$ cat src/rtl/htca_pkg.sv
// package for the humidity and temperature conversion and averaging block
package htca_pkg;

  // sequencer states
  typedef enum logic [3:0] {
    ST_IDLE,
    ST_MUL_A,
    ST_MUL_B,
    ST_NUM,
    ST_DIV_HUM,
    ST_HUM_SIGN,
    ST_ACCUM,
    ST_DIV_TAVG,
    ST_DIV_HAVG,
    ST_DONE
  } htca_state_t;

  // field widths
  localparam int RAW_TEMP_W = 14;
  localparam int RAW_HUM_W  = 12;
  localparam int OUT_W      = 15;
  localparam int WIN_W      = 8;
  localparam int SUM_W      = 24;
  localparam int NUM_W      = 34;
  localparam int CNT_W      = 5;
  localparam int MUL_W      = 28;

  // window limit and reset value
  localparam logic [15:0]      MAX_WINDOW    = 16'd255;
  localparam logic [WIN_W-1:0] WINDOW_RESET  = 8'd3;

  // humidity constants scaled by 1e7 (HUM_CT by 1e5), temperature constants in hundredths
  localparam logic signed [19:0]      HUM_C1      = 20'sd405000;
  localparam logic signed [16:0]      HUM_CT      = 17'sd1000;
  localparam logic signed [19:0]      TEMP_REF    = 20'sd6460;
  localparam logic signed [NUM_W-1:0] HUM_OFFSET  = -34'sd40000000;
  localparam logic signed [OUT_W-1:0] TEMP_OFFSET = 15'sd3960;

  // humidity divide by 1e5: drop 2^5, then multiply by ceil(2^38 / 3125) and keep bits 38 up
  localparam int HUM_PRE_SH   = 5;
  localparam int HUM_MAG_W    = 26;
  localparam int HUM_RECIP_SH = 38;
  localparam int HUM_Q_W      = 15;
  localparam logic signed [MUL_W-1:0] HUM_RECIP = 28'sd87960931;

  // average divider setup
  localparam int AVG_QBITS = SUM_W;

endpackage

$ cat src/rtl/humidity_temp_convert_average.sv
// top level: sensor linearization with block averaging on a shared multiplier and divider
//
// usage
//   input channel: in_valid / in_stall with in_raw_temp and in_raw_humidity; a
//   transaction takes place at a rising edge where in_valid is high and in_stall low
//   result channel: out_valid / out_stall with converted values, the ready flag and
//   the window averages; one result transaction per input transaction
//   configuration: cfg_wr_en / cfg_wr_data write the averaging window; the user must
//   write it only while idle, the block itself does not enforce this
// sequencing
//   one multiplier and one restoring divider step are reused by a small sequencer;
//   the humidity divide by 1e5 is a reciprocal product on the shared multiplier;
//   a sample runs through ST_MUL_A, ST_MUL_B, ST_NUM, ST_DIV_HUM, ST_HUM_SIGN and
//   ST_ACCUM, for a closing window then ST_DIV_TAVG and ST_DIV_HAVG (24 divider
//   steps each), then ST_DONE; in_stall is high while a sample is at work
// reset
//   rst_n low clears the sums, the sample count, the result valid and sets the
//   window to 3
// stalls
//   the result sits in an output register; a finished result may wait there while
//   the next sample is taken and converted, the sequencer waits only if a second
//   result is ready before the first is taken
module humidity_temp_convert_average (
  input  logic                              clk,
  input  logic                              rst_n,
  input  logic                              in_valid,
  output logic                              in_stall,
  input  logic [htca_pkg::RAW_TEMP_W-1:0]   in_raw_temp,
  input  logic [htca_pkg::RAW_HUM_W-1:0]    in_raw_humidity,
  output logic                              out_valid,
  input  logic                              out_stall,
  output logic signed [htca_pkg::OUT_W-1:0] out_temp_hundredths,
  output logic signed [htca_pkg::OUT_W-1:0] out_humidity_hundredths,
  output logic                              out_average_ready,
  output logic signed [htca_pkg::OUT_W-1:0] out_avg_temp_hundredths,
  output logic signed [htca_pkg::OUT_W-1:0] out_avg_humidity_hundredths,
  input  logic                              cfg_wr_en,
  input  logic [htca_pkg::WIN_W-1:0]        cfg_wr_data
);

  // control state
  htca_pkg::htca_state_t state_r, state_nxt;
  logic [htca_pkg::WIN_W-1:0]        window_r;
  logic signed [htca_pkg::SUM_W-1:0] temp_sum_r, temp_sum_nxt;
  logic signed [htca_pkg::SUM_W-1:0] hum_sum_r, hum_sum_nxt;
  logic [htca_pkg::WIN_W-1:0]        count_r, count_nxt;
  logic                              out_valid_r, out_valid_nxt;

  // working registers
  logic [htca_pkg::RAW_TEMP_W-1:0]   t_r, t_nxt;
  logic [htca_pkg::RAW_HUM_W-1:0]    h_r, h_nxt;
  logic signed [htca_pkg::NUM_W-1:0] prod_r, prod_nxt;
  logic signed [htca_pkg::NUM_W-1:0] acc_r, acc_nxt;
  logic signed [htca_pkg::OUT_W-1:0] temp_r, temp_nxt;
  logic signed [15:0]                hum_r, hum_nxt;
  logic                              ready_r, ready_nxt;
  logic signed [htca_pkg::OUT_W-1:0] avg_t_r, avg_t_nxt;
  logic signed [htca_pkg::OUT_W-1:0] avg_h_r, avg_h_nxt;

  // shared divider registers
  logic [htca_pkg::NUM_W-1:0]        div_rem_r, div_rem_nxt;
  logic [htca_pkg::NUM_W-1:0]        div_den_r, div_den_nxt;
  logic [htca_pkg::SUM_W-1:0]        div_quo_r, div_quo_nxt;
  logic [htca_pkg::CNT_W-1:0]        div_cnt_r, div_cnt_nxt;
  logic                              div_neg_r, div_neg_nxt;

  // output payload registers
  logic signed [htca_pkg::OUT_W-1:0] o_temp_r, o_temp_nxt;
  logic signed [htca_pkg::OUT_W-1:0] o_hum_r, o_hum_nxt;
  logic                              o_ready_r, o_ready_nxt;
  logic signed [htca_pkg::OUT_W-1:0] o_avg_t_r, o_avg_t_nxt;
  logic signed [htca_pkg::OUT_W-1:0] o_avg_h_r, o_avg_h_nxt;
  logic                              out_load;

  // shared multiplier
  logic signed [htca_pkg::MUL_W-1:0]   mul_x;
  logic signed [htca_pkg::MUL_W-1:0]   mul_y;
  logic signed [2*htca_pkg::MUL_W-1:0] mul_p;

  // operand shaping for the two products
  logic signed [19:0] coef_a;
  logic signed [19:0] t_off;
  logic signed [16:0] coef_b;
  logic signed [htca_pkg::NUM_W-1:0] num;

  // divider step
  logic                       div_ge;
  logic [htca_pkg::SUM_W-1:0] quo_step;
  logic [htca_pkg::SUM_W-1:0] quo_res;

  // divider load
  logic                              div_load;
  logic                              ld_neg;
  logic [htca_pkg::NUM_W-1:0]        ld_mag;
  logic [htca_pkg::NUM_W-1:0]        ld_den;
  logic [htca_pkg::CNT_W-1:0]        ld_cnt;

  // window handling
  logic [htca_pkg::WIN_W-1:0]        w_eff;
  logic [htca_pkg::WIN_W:0]          count_inc;
  logic                              win_done;
  logic signed [htca_pkg::SUM_W-1:0] temp_sum_add;
  logic signed [htca_pkg::SUM_W-1:0] hum_sum_add;

  assign in_stall = (state_r != htca_pkg::ST_IDLE);

  // 405000 - 28h, with 28h as 32h - 4h
  assign coef_a = htca_pkg::HUM_C1 - $signed({3'b000, h_r, 5'b00000})
                  + $signed({6'b000000, h_r, 2'b00});
  assign t_off  = $signed({6'b000000, t_r}) - htca_pkg::TEMP_REF;
  assign coef_b = htca_pkg::HUM_CT + $signed({2'b00, h_r, 3'b000});

  // operand select: quadratic term, compensation term, or reciprocal of 3125
  always_comb begin
    case (state_r)
      htca_pkg::ST_MUL_A: begin
        mul_x = htca_pkg::MUL_W'(coef_a);
        mul_y = $signed({16'b0, h_r});
      end
      htca_pkg::ST_DIV_HUM: begin
        mul_x = $signed({2'b00, div_rem_r[htca_pkg::HUM_PRE_SH +: htca_pkg::HUM_MAG_W]});
        mul_y = htca_pkg::HUM_RECIP;
      end
      default: begin
        mul_x = htca_pkg::MUL_W'(t_off);
        mul_y = htca_pkg::MUL_W'(coef_b);
      end
    endcase
  end

  assign mul_p = mul_x * mul_y;

  // full humidity numerator over 1e5
  assign num = acc_r + prod_r;

  // restoring division for the averages, one quotient bit per cycle
  assign div_ge   = (div_rem_r >= div_den_r);
  assign quo_step = {div_quo_r[htca_pkg::SUM_W-2:0], div_ge};
  assign quo_res  = div_neg_r ? (~quo_step + 1'b1) : quo_step;

  // effective window: zero acts as one, clamp to the limit
  always_comb begin
    if (window_r == '0) begin
      w_eff = 8'd1;
    end else if ({8'b0, window_r} > htca_pkg::MAX_WINDOW) begin
      w_eff = htca_pkg::MAX_WINDOW[htca_pkg::WIN_W-1:0];
    end else begin
      w_eff = window_r;
    end
  end

  assign count_inc    = {1'b0, count_r} + 1'b1;
  assign win_done     = (count_inc >= {1'b0, w_eff});
  assign temp_sum_add = temp_sum_r + htca_pkg::SUM_W'(temp_r);
  assign hum_sum_add  = hum_sum_r + htca_pkg::SUM_W'(hum_r);

  // result register is free when empty or being taken this cycle
  assign out_load = (state_r == htca_pkg::ST_DONE) && (!out_valid_r || !out_stall);

  always_comb begin
    state_nxt     = state_r;
    temp_sum_nxt  = temp_sum_r;
    hum_sum_nxt   = hum_sum_r;
    count_nxt     = count_r;
    out_valid_nxt = out_valid_r;
    t_nxt         = t_r;
    h_nxt         = h_r;
    prod_nxt      = prod_r;
    acc_nxt       = acc_r;
    temp_nxt      = temp_r;
    hum_nxt       = hum_r;
    ready_nxt     = ready_r;
    avg_t_nxt     = avg_t_r;
    avg_h_nxt     = avg_h_r;
    o_temp_nxt    = o_temp_r;
    o_hum_nxt     = o_hum_r;
    o_ready_nxt   = o_ready_r;
    o_avg_t_nxt   = o_avg_t_r;
    o_avg_h_nxt   = o_avg_h_r;
    div_load      = 1'b0;
    ld_neg        = 1'b0;
    ld_mag        = '0;
    ld_den        = '0;
    ld_cnt        = '0;

    // default divider step
    div_rem_nxt = div_ge ? (div_rem_r - div_den_r) : div_rem_r;
    div_den_nxt = div_den_r >> 1;
    div_quo_nxt = quo_step;
    div_cnt_nxt = div_cnt_r - 1'b1;
    div_neg_nxt = div_neg_r;

    if (out_valid_r && !out_stall) begin
      out_valid_nxt = 1'b0;
    end

    case (state_r)
      htca_pkg::ST_IDLE: begin
        if (in_valid) begin
          t_nxt     = in_raw_temp;
          h_nxt     = in_raw_humidity;
          state_nxt = htca_pkg::ST_MUL_A;
        end
      end
      htca_pkg::ST_MUL_A: begin
        prod_nxt  = mul_p[htca_pkg::NUM_W-1:0];
        state_nxt = htca_pkg::ST_MUL_B;
      end
      htca_pkg::ST_MUL_B: begin
        acc_nxt   = prod_r + htca_pkg::HUM_OFFSET;
        prod_nxt  = mul_p[htca_pkg::NUM_W-1:0];
        temp_nxt  = $signed({1'b0, t_r}) - htca_pkg::TEMP_OFFSET;
        state_nxt = htca_pkg::ST_NUM;
      end
      htca_pkg::ST_NUM: begin
        // park the numerator magnitude and sign in the divider registers
        div_load  = 1'b1;
        ld_neg    = num[htca_pkg::NUM_W-1];
        ld_mag    = ld_neg ? (~num + 1'b1) : num;
        state_nxt = htca_pkg::ST_DIV_HUM;
      end
      htca_pkg::ST_DIV_HUM: begin
        // magnitude / 1e5 truncated, from the reciprocal product
        prod_nxt  = htca_pkg::NUM_W'(mul_p[htca_pkg::HUM_RECIP_SH +: htca_pkg::HUM_Q_W]);
        state_nxt = htca_pkg::ST_HUM_SIGN;
      end
      htca_pkg::ST_HUM_SIGN: begin
        hum_nxt   = div_neg_r ? (~prod_r[15:0] + 1'b1) : prod_r[15:0];
        state_nxt = htca_pkg::ST_ACCUM;
      end
      htca_pkg::ST_ACCUM: begin
        temp_sum_nxt = temp_sum_add;
        hum_sum_nxt  = hum_sum_add;
        ready_nxt    = win_done;
        if (win_done) begin
          count_nxt = '0;
          div_load  = 1'b1;
          ld_neg    = temp_sum_add[htca_pkg::SUM_W-1];
          ld_mag    = {10'b0, ld_neg ? (~temp_sum_add + 1'b1) : temp_sum_add};
          ld_den    = {3'b000, w_eff, 23'b0};
          ld_cnt    = htca_pkg::CNT_W'(htca_pkg::AVG_QBITS - 1);
          state_nxt = htca_pkg::ST_DIV_TAVG;
        end else begin
          count_nxt = count_inc[htca_pkg::WIN_W-1:0];
          avg_t_nxt = '0;
          avg_h_nxt = '0;
          state_nxt = htca_pkg::ST_DONE;
        end
      end
      htca_pkg::ST_DIV_TAVG: begin
        if (div_cnt_r == '0) begin
          avg_t_nxt = quo_res[htca_pkg::OUT_W-1:0];
          div_load  = 1'b1;
          ld_neg    = hum_sum_r[htca_pkg::SUM_W-1];
          ld_mag    = {10'b0, ld_neg ? (~hum_sum_r + 1'b1) : hum_sum_r};
          ld_den    = {3'b000, w_eff, 23'b0};
          ld_cnt    = htca_pkg::CNT_W'(htca_pkg::AVG_QBITS - 1);
          state_nxt = htca_pkg::ST_DIV_HAVG;
        end
      end
      htca_pkg::ST_DIV_HAVG: begin
        if (div_cnt_r == '0) begin
          avg_h_nxt    = quo_res[htca_pkg::OUT_W-1:0];
          // window closed, start a fresh block
          temp_sum_nxt = '0;
          hum_sum_nxt  = '0;
          state_nxt    = htca_pkg::ST_DONE;
        end
      end
      htca_pkg::ST_DONE: begin
        if (out_load) begin
          o_temp_nxt    = temp_r;
          o_hum_nxt     = hum_r[htca_pkg::OUT_W-1:0];
          o_ready_nxt   = ready_r;
          o_avg_t_nxt   = avg_t_r;
          o_avg_h_nxt   = avg_h_r;
          out_valid_nxt = 1'b1;
          state_nxt     = htca_pkg::ST_IDLE;
        end
      end
      default: begin
        state_nxt = htca_pkg::ST_IDLE;
      end
    endcase

    if (div_load) begin
      div_rem_nxt = ld_mag;
      div_den_nxt = ld_den;
      div_quo_nxt = '0;
      div_cnt_nxt = ld_cnt;
      div_neg_nxt = ld_neg;
    end
  end

  // control registers
  always_ff @(posedge clk) begin
    if (!rst_n) begin
      state_r     <= htca_pkg::ST_IDLE;
      window_r    <= htca_pkg::WINDOW_RESET;
      temp_sum_r  <= '0;
      hum_sum_r   <= '0;
      count_r     <= '0;
      out_valid_r <= 1'b0;
    end else begin
      state_r     <= state_nxt;
      temp_sum_r  <= temp_sum_nxt;
      hum_sum_r   <= hum_sum_nxt;
      count_r     <= count_nxt;
      out_valid_r <= out_valid_nxt;
      if (cfg_wr_en) begin
        window_r <= cfg_wr_data;
      end
    end
  end

  // datapath registers
  always_ff @(posedge clk) begin
    t_r       <= t_nxt;
    h_r       <= h_nxt;
    prod_r    <= prod_nxt;
    acc_r     <= acc_nxt;
    temp_r    <= temp_nxt;
    hum_r     <= hum_nxt;
    ready_r   <= ready_nxt;
    avg_t_r   <= avg_t_nxt;
    avg_h_r   <= avg_h_nxt;
    div_rem_r <= div_rem_nxt;
    div_den_r <= div_den_nxt;
    div_quo_r <= div_quo_nxt;
    div_cnt_r <= div_cnt_nxt;
    div_neg_r <= div_neg_nxt;
    o_temp_r  <= o_temp_nxt;
    o_hum_r   <= o_hum_nxt;
    o_ready_r <= o_ready_nxt;
    o_avg_t_r <= o_avg_t_nxt;
    o_avg_h_r <= o_avg_h_nxt;
  end

  assign out_valid                   = out_valid_r;
  assign out_temp_hundredths         = o_temp_r;
  assign out_humidity_hundredths     = o_hum_r;
  assign out_average_ready           = o_ready_r;
  assign out_avg_temp_hundredths     = o_avg_t_r;
  assign out_avg_humidity_hundredths = o_avg_h_r;

endmodule

$ cat config.mk
export PLATFORM = sky130hd
export DESIGN_NAME = humidity_temp_convert_average
export DESIGN_NICKNAME = d
export VERILOG_FILES = /design/src/rtl/htca_pkg.sv /design/src/rtl/humidity_temp_convert_average.sv
export SDC_FILE = /design/constraint.sdc
export NUM_CORES = 2
export LEC_CHECK = 0
export ABC_AREA = 1
export BUFFER_PORTS_ARGS = -buffer_cell sky130_fd_sc_hd__buf_4
export CORE_MARGIN = 1.5
export CORE_UTILIZATION = 50
export DETAILED_ROUTE_END_ITERATION = 6
export PLACE_DENSITY = 0.68
export SYNTH_ARGS = -nofsm -noshare
export SYNTH_HDL_FRONTEND = slang
export SYNTH_SLANG_ARGS = --single-unit
$ cat constraint.sdc
create_clock -name clk -period 9.4 [get_ports clk]
set_input_delay 1.88 -clock clk [delete_from_list [all_inputs] [get_ports clk]]
set_output_delay 1.88 -clock clk [all_outputs]
set_load 0.01 [all_outputs]
==> results.yml <==
worst_setup_path:
  critical_path_required_ps: 9710
  regToRegEndpoint: "prod_r[7]$_DFFE_PP_"
  critPathArrivalTime_ps: 9290
  critical-path-top-cell-by-count: "sky130_fd_sc_hd__fa_1"
  timing.critical_path.from_type: "flop"
  criticalPathCategory: "flop to flop"
  reg2reg_slack_ps: 420
  worst_r2r_path_depth: 36
  slowest_stage: "sky130_fd_sc_hd__fa_1"
  timing.rr.start: "h_r[3]$_DFFE_PP_"
  critical_path.max_fanout: 10
  delay_of_the_slowest_cell_on_the_worst_path_ps: 550
  cp-end-kind: "flop"
placed_design:
  dp_hpwl_um: 124800
  place_inst: 7520
  gp_congestion: 1.001
  buffer_ports.inserted: 101
synth:
  post_synth_instance_area_mm2: 0.04800
  synthCells: 6126
  synth.lib_cells_used.distinct: 65
  post_synth.cell_area_avg_um2: 7.836
  netlist.top_cell.by_area: "sky130_fd_sc_hd__fa_1"
  ranking_of_synthesized_cells_by_area: "sky130_fd_sc_hd__fa_1 26%, sky130_fd_sc_hd__edfxtp_1 16%, sky130_fd_sc_hd__inv_1 11%"
  ys_seq_area_share_pct: 20.73
  postSynthRegisterBits: 371
  netlist.area_leader.share_pct: 26.32
  ys_warn_count: 0
sta:
  finalClockSkew_ps: 29.79
  finalHoldViolations: 0
  max_slew.worst_pin.slew_ps: 1246
  timing.final.crit_period_ps: 8978
  maxClockFrequency_mhz: 111.4
  layout_worst_path_cycle_share_pct: 95.51
  final_max_slew_viol_count: 0
  worst_hold_slack_ps: 417.3
  slew_headroom_pct: 16.65
  setup_violations: 0
global_route:
  pin_count_of_the_biggest_net_entering_global_routing: 68
  gr-total-overflow: 0
  track_usage_pct: 30.49
  grt_pass1_wl_um: 230000
  first_global_vias: 40610
  antenna_found_initial: 2
detailed_routing:
  average_routed_wire_per_standard_cell_um: 19.35
  avgViaCountPerCell: 5.366
  drtIter0Drc: 3726
  postRouteWirelength_um: 147400
  detailed_router_iteration_count_before_antenna_repair: 6
  ant_nets: 0
  via_count: 40880
  drc: 0
floorplan:
  row_count: 113
  fp.dieArea_mm2: 0.09787
  floorplan.core_area_mm2: 0.09501
  floorplan.die.width_um: 312.8
  design.portCount: 102
  start_util_pct: 50.52
  chipHeight_um: 312.8
hold_path:
  hold_path_class: "flop to flop"
  hold_path_depth: 0
  hold_start: "avg_h_r[1]$_SDFFCE_PP0P_"
  holdPathEnd: "out_avg_humidity_hundredths[1]$_DFFE_PP_"
run:
  drv_cap: 0
final_layout:
  areaGrowthSynthToFinish_pct: 9.256
  antenna_cells_inserted: 0
  area.sequential_mm2: 0.009950
  layout.filler_cells: 9080
  multi_input_comb_area_mm2: 0.03248
  cell_count_final_fillers_out: 7617
  utilization_pct: 55.20
  final_net_count: 7349
  drive_above_1_share_pct: 6.927
cts:
  clk_root_buffer_cell: "sky130_fd_sc_hd__clkbuf_16"
  tritoncts_clock_tree: "built"
  clock_path_buffers: 3
  worst_setup_hold_path_clk_slew_ps: 70
  clk-insertion-delay-late_ps: 600
  numClockSinks: 371
  tritoncts_buffers: 42
  cts-htree-levels: 2
run_status:
  run_status: "finished clean"
-- state kept, by name (all words and copies together), names as in the netlist, 16 cells and up --
register / cells
div_rem_r: 34
hum_sum_r: 24
prod_r: 34
temp_sum_r: 24
div_den_r: 31
hum_r: 16
acc_r: 34
-- cells in the mapped netlist (all sizes together) --
master   instances
o22ai           13
clkbuf          62
a211oi           1
o41ai            2
xnor2           36
dfxtp          119
a21o            24
clkinv           7
xor2            83
nor3b            2
nor2           595
nand2         1344
conb             2
o21a            14
a31oi           23
o311ai           1
a311oi           2
o21bai          23
buf             39
a21boi           6
o211ai          12
a221oi           3
ha             360
inv           1424
edfxtp         252
nand3          270
o21ai          228
and2            12
a21oi          343
nor3            46
nor4            20
nand3b          14
o2111ai         15
fa             631
o31ai           10
o221ai           3
a22oi            1
and3             3
or3              1
nand4           64
or2             16
-- how the worst max path moves through the flow --
stage | startpoint | to | depth (start not counted)
after floorplan | t_r[2]$_DFFE_PP_ | prod_r[13]$_DFFE_PP_ | 42
after global placement | h_r[0]$_DFFE_PP_ | prod_r[0]$_DFFE_PP_ | 37
after detailed placement | h_r[0]$_DFFE_PP_ | prod_r[0]$_DFFE_PP_ | 37
after CTS | h_r[0]$_DFFE_PP_ | prod_r[2]$_DFFE_PP_ | 39
after global routing | h_r[0]$_DFFE_PP_ | prod_r[9]$_DFFE_PP_ | 36
final | h_r[3]$_DFFE_PP_ | prod_r[7]$_DFFE_PP_ | 36
-- what timing repair did --
item / CTS / global route
setup endpoints to repair: 7 / 23
hold buffers: 0 / 0
pin swaps: 0 / 5
resized for setup: 4 / 32
setup buffers: 0 / 20
-- final cells by class --
class                      count  area share, %
clock inverter                29         0.5917
clock buffer                  48          2.088
tap                         1265          3.018
inverter                    1431          10.27
timing repair buffer         218          3.121
multi-input combinational   4255          61.94
sequential                   371          18.97
-- critical path: cells and delay by family, from the launching register on --
kind,cells,cell delay [ps]
flip-flops,1,410
adder cells (fa/ha/maj),10,4410
buffers and inverters,8,800
AO/OA/AOI/OAI,13,2320
AND/OR/NAND/NOR,5,750
-- cells by family (layout without fill, tap and decap cells) --
| logic type | after synthesis | count (layout) | synth area share (%) |
|---|---|---|---|
| xor gates and xnor gates | 119 | 119 | 2.234 |
| adders and majority gates | 991 | 991 | 35.70 |
| buffers and inverters | 1532 | 1726 | 12.13 |
| other | 2 | 34 | 0.01565 |
| DFF | 371 | 371 | 20.73 |
| AOI/OAI and AO/OA | 724 | 724 | 8.448 |
| and+or+nand+nor | 2387 | 2387 | 20.75 |
-- metal layers --
| metal | vias to the layer above | global-route usage (%) | part of all wire, % |
|---|---|---|---|
| li1 | 19310 | - | - |
| met1 | 19700 | 39.90 | 41 |
| met2 | 1522 | 49.95 | 47 |
| met3 | 340 | 4.407 | 7.2 |
| met4 | 4 | 14.40 | 5.5 |
| met5 | - | 0 | 0.016 |
-- cells in the final DEF, fill, tap and decap left out, drive strengths merged, types with 13 or more instances in the layout --
| cell type | n |
|---|---|
| o22ai | 13 |
| nand3 | 270 |
| o21a | 14 |
| clkinvlp | 13 |
| nand2 | 1344 |
| o21ai | 228 |
| dfxtp | 119 |
| or2 | 16 |
| fa | 631 |
| o21bai | 23 |
| xor2 | 83 |
| nand3b | 14 |
| o2111ai | 15 |
| a31oi | 23 |
| a21oi | 343 |
| clkinv | 15 |
| nor4 | 20 |
| xnor2 | 36 |
| a21o | 24 |
| nor2 | 595 |
| edfxtp | 252 |
| conb | 34 |
| ha | 360 |
| nand4 | 64 |
| nor3 | 46 |
| inv | 1428 |
| clkbuf | 48 |
| buf | 218 |
-- through the flow --
stage	area, um^2	setup TNS (ps)	setup WS [ps]
finish	52450	0	422.4
global route	52450	-4.259	-3.257
CTS	52200	0	69.76
detailed placement	50780	-1109	-443.0
global placement	50780	-832.8	-394.2
floorplan	48120	0	730.3
Power is not shown: default switching activity piles up to over one toggle a cycle in this logic, so the estimate is an artifact.
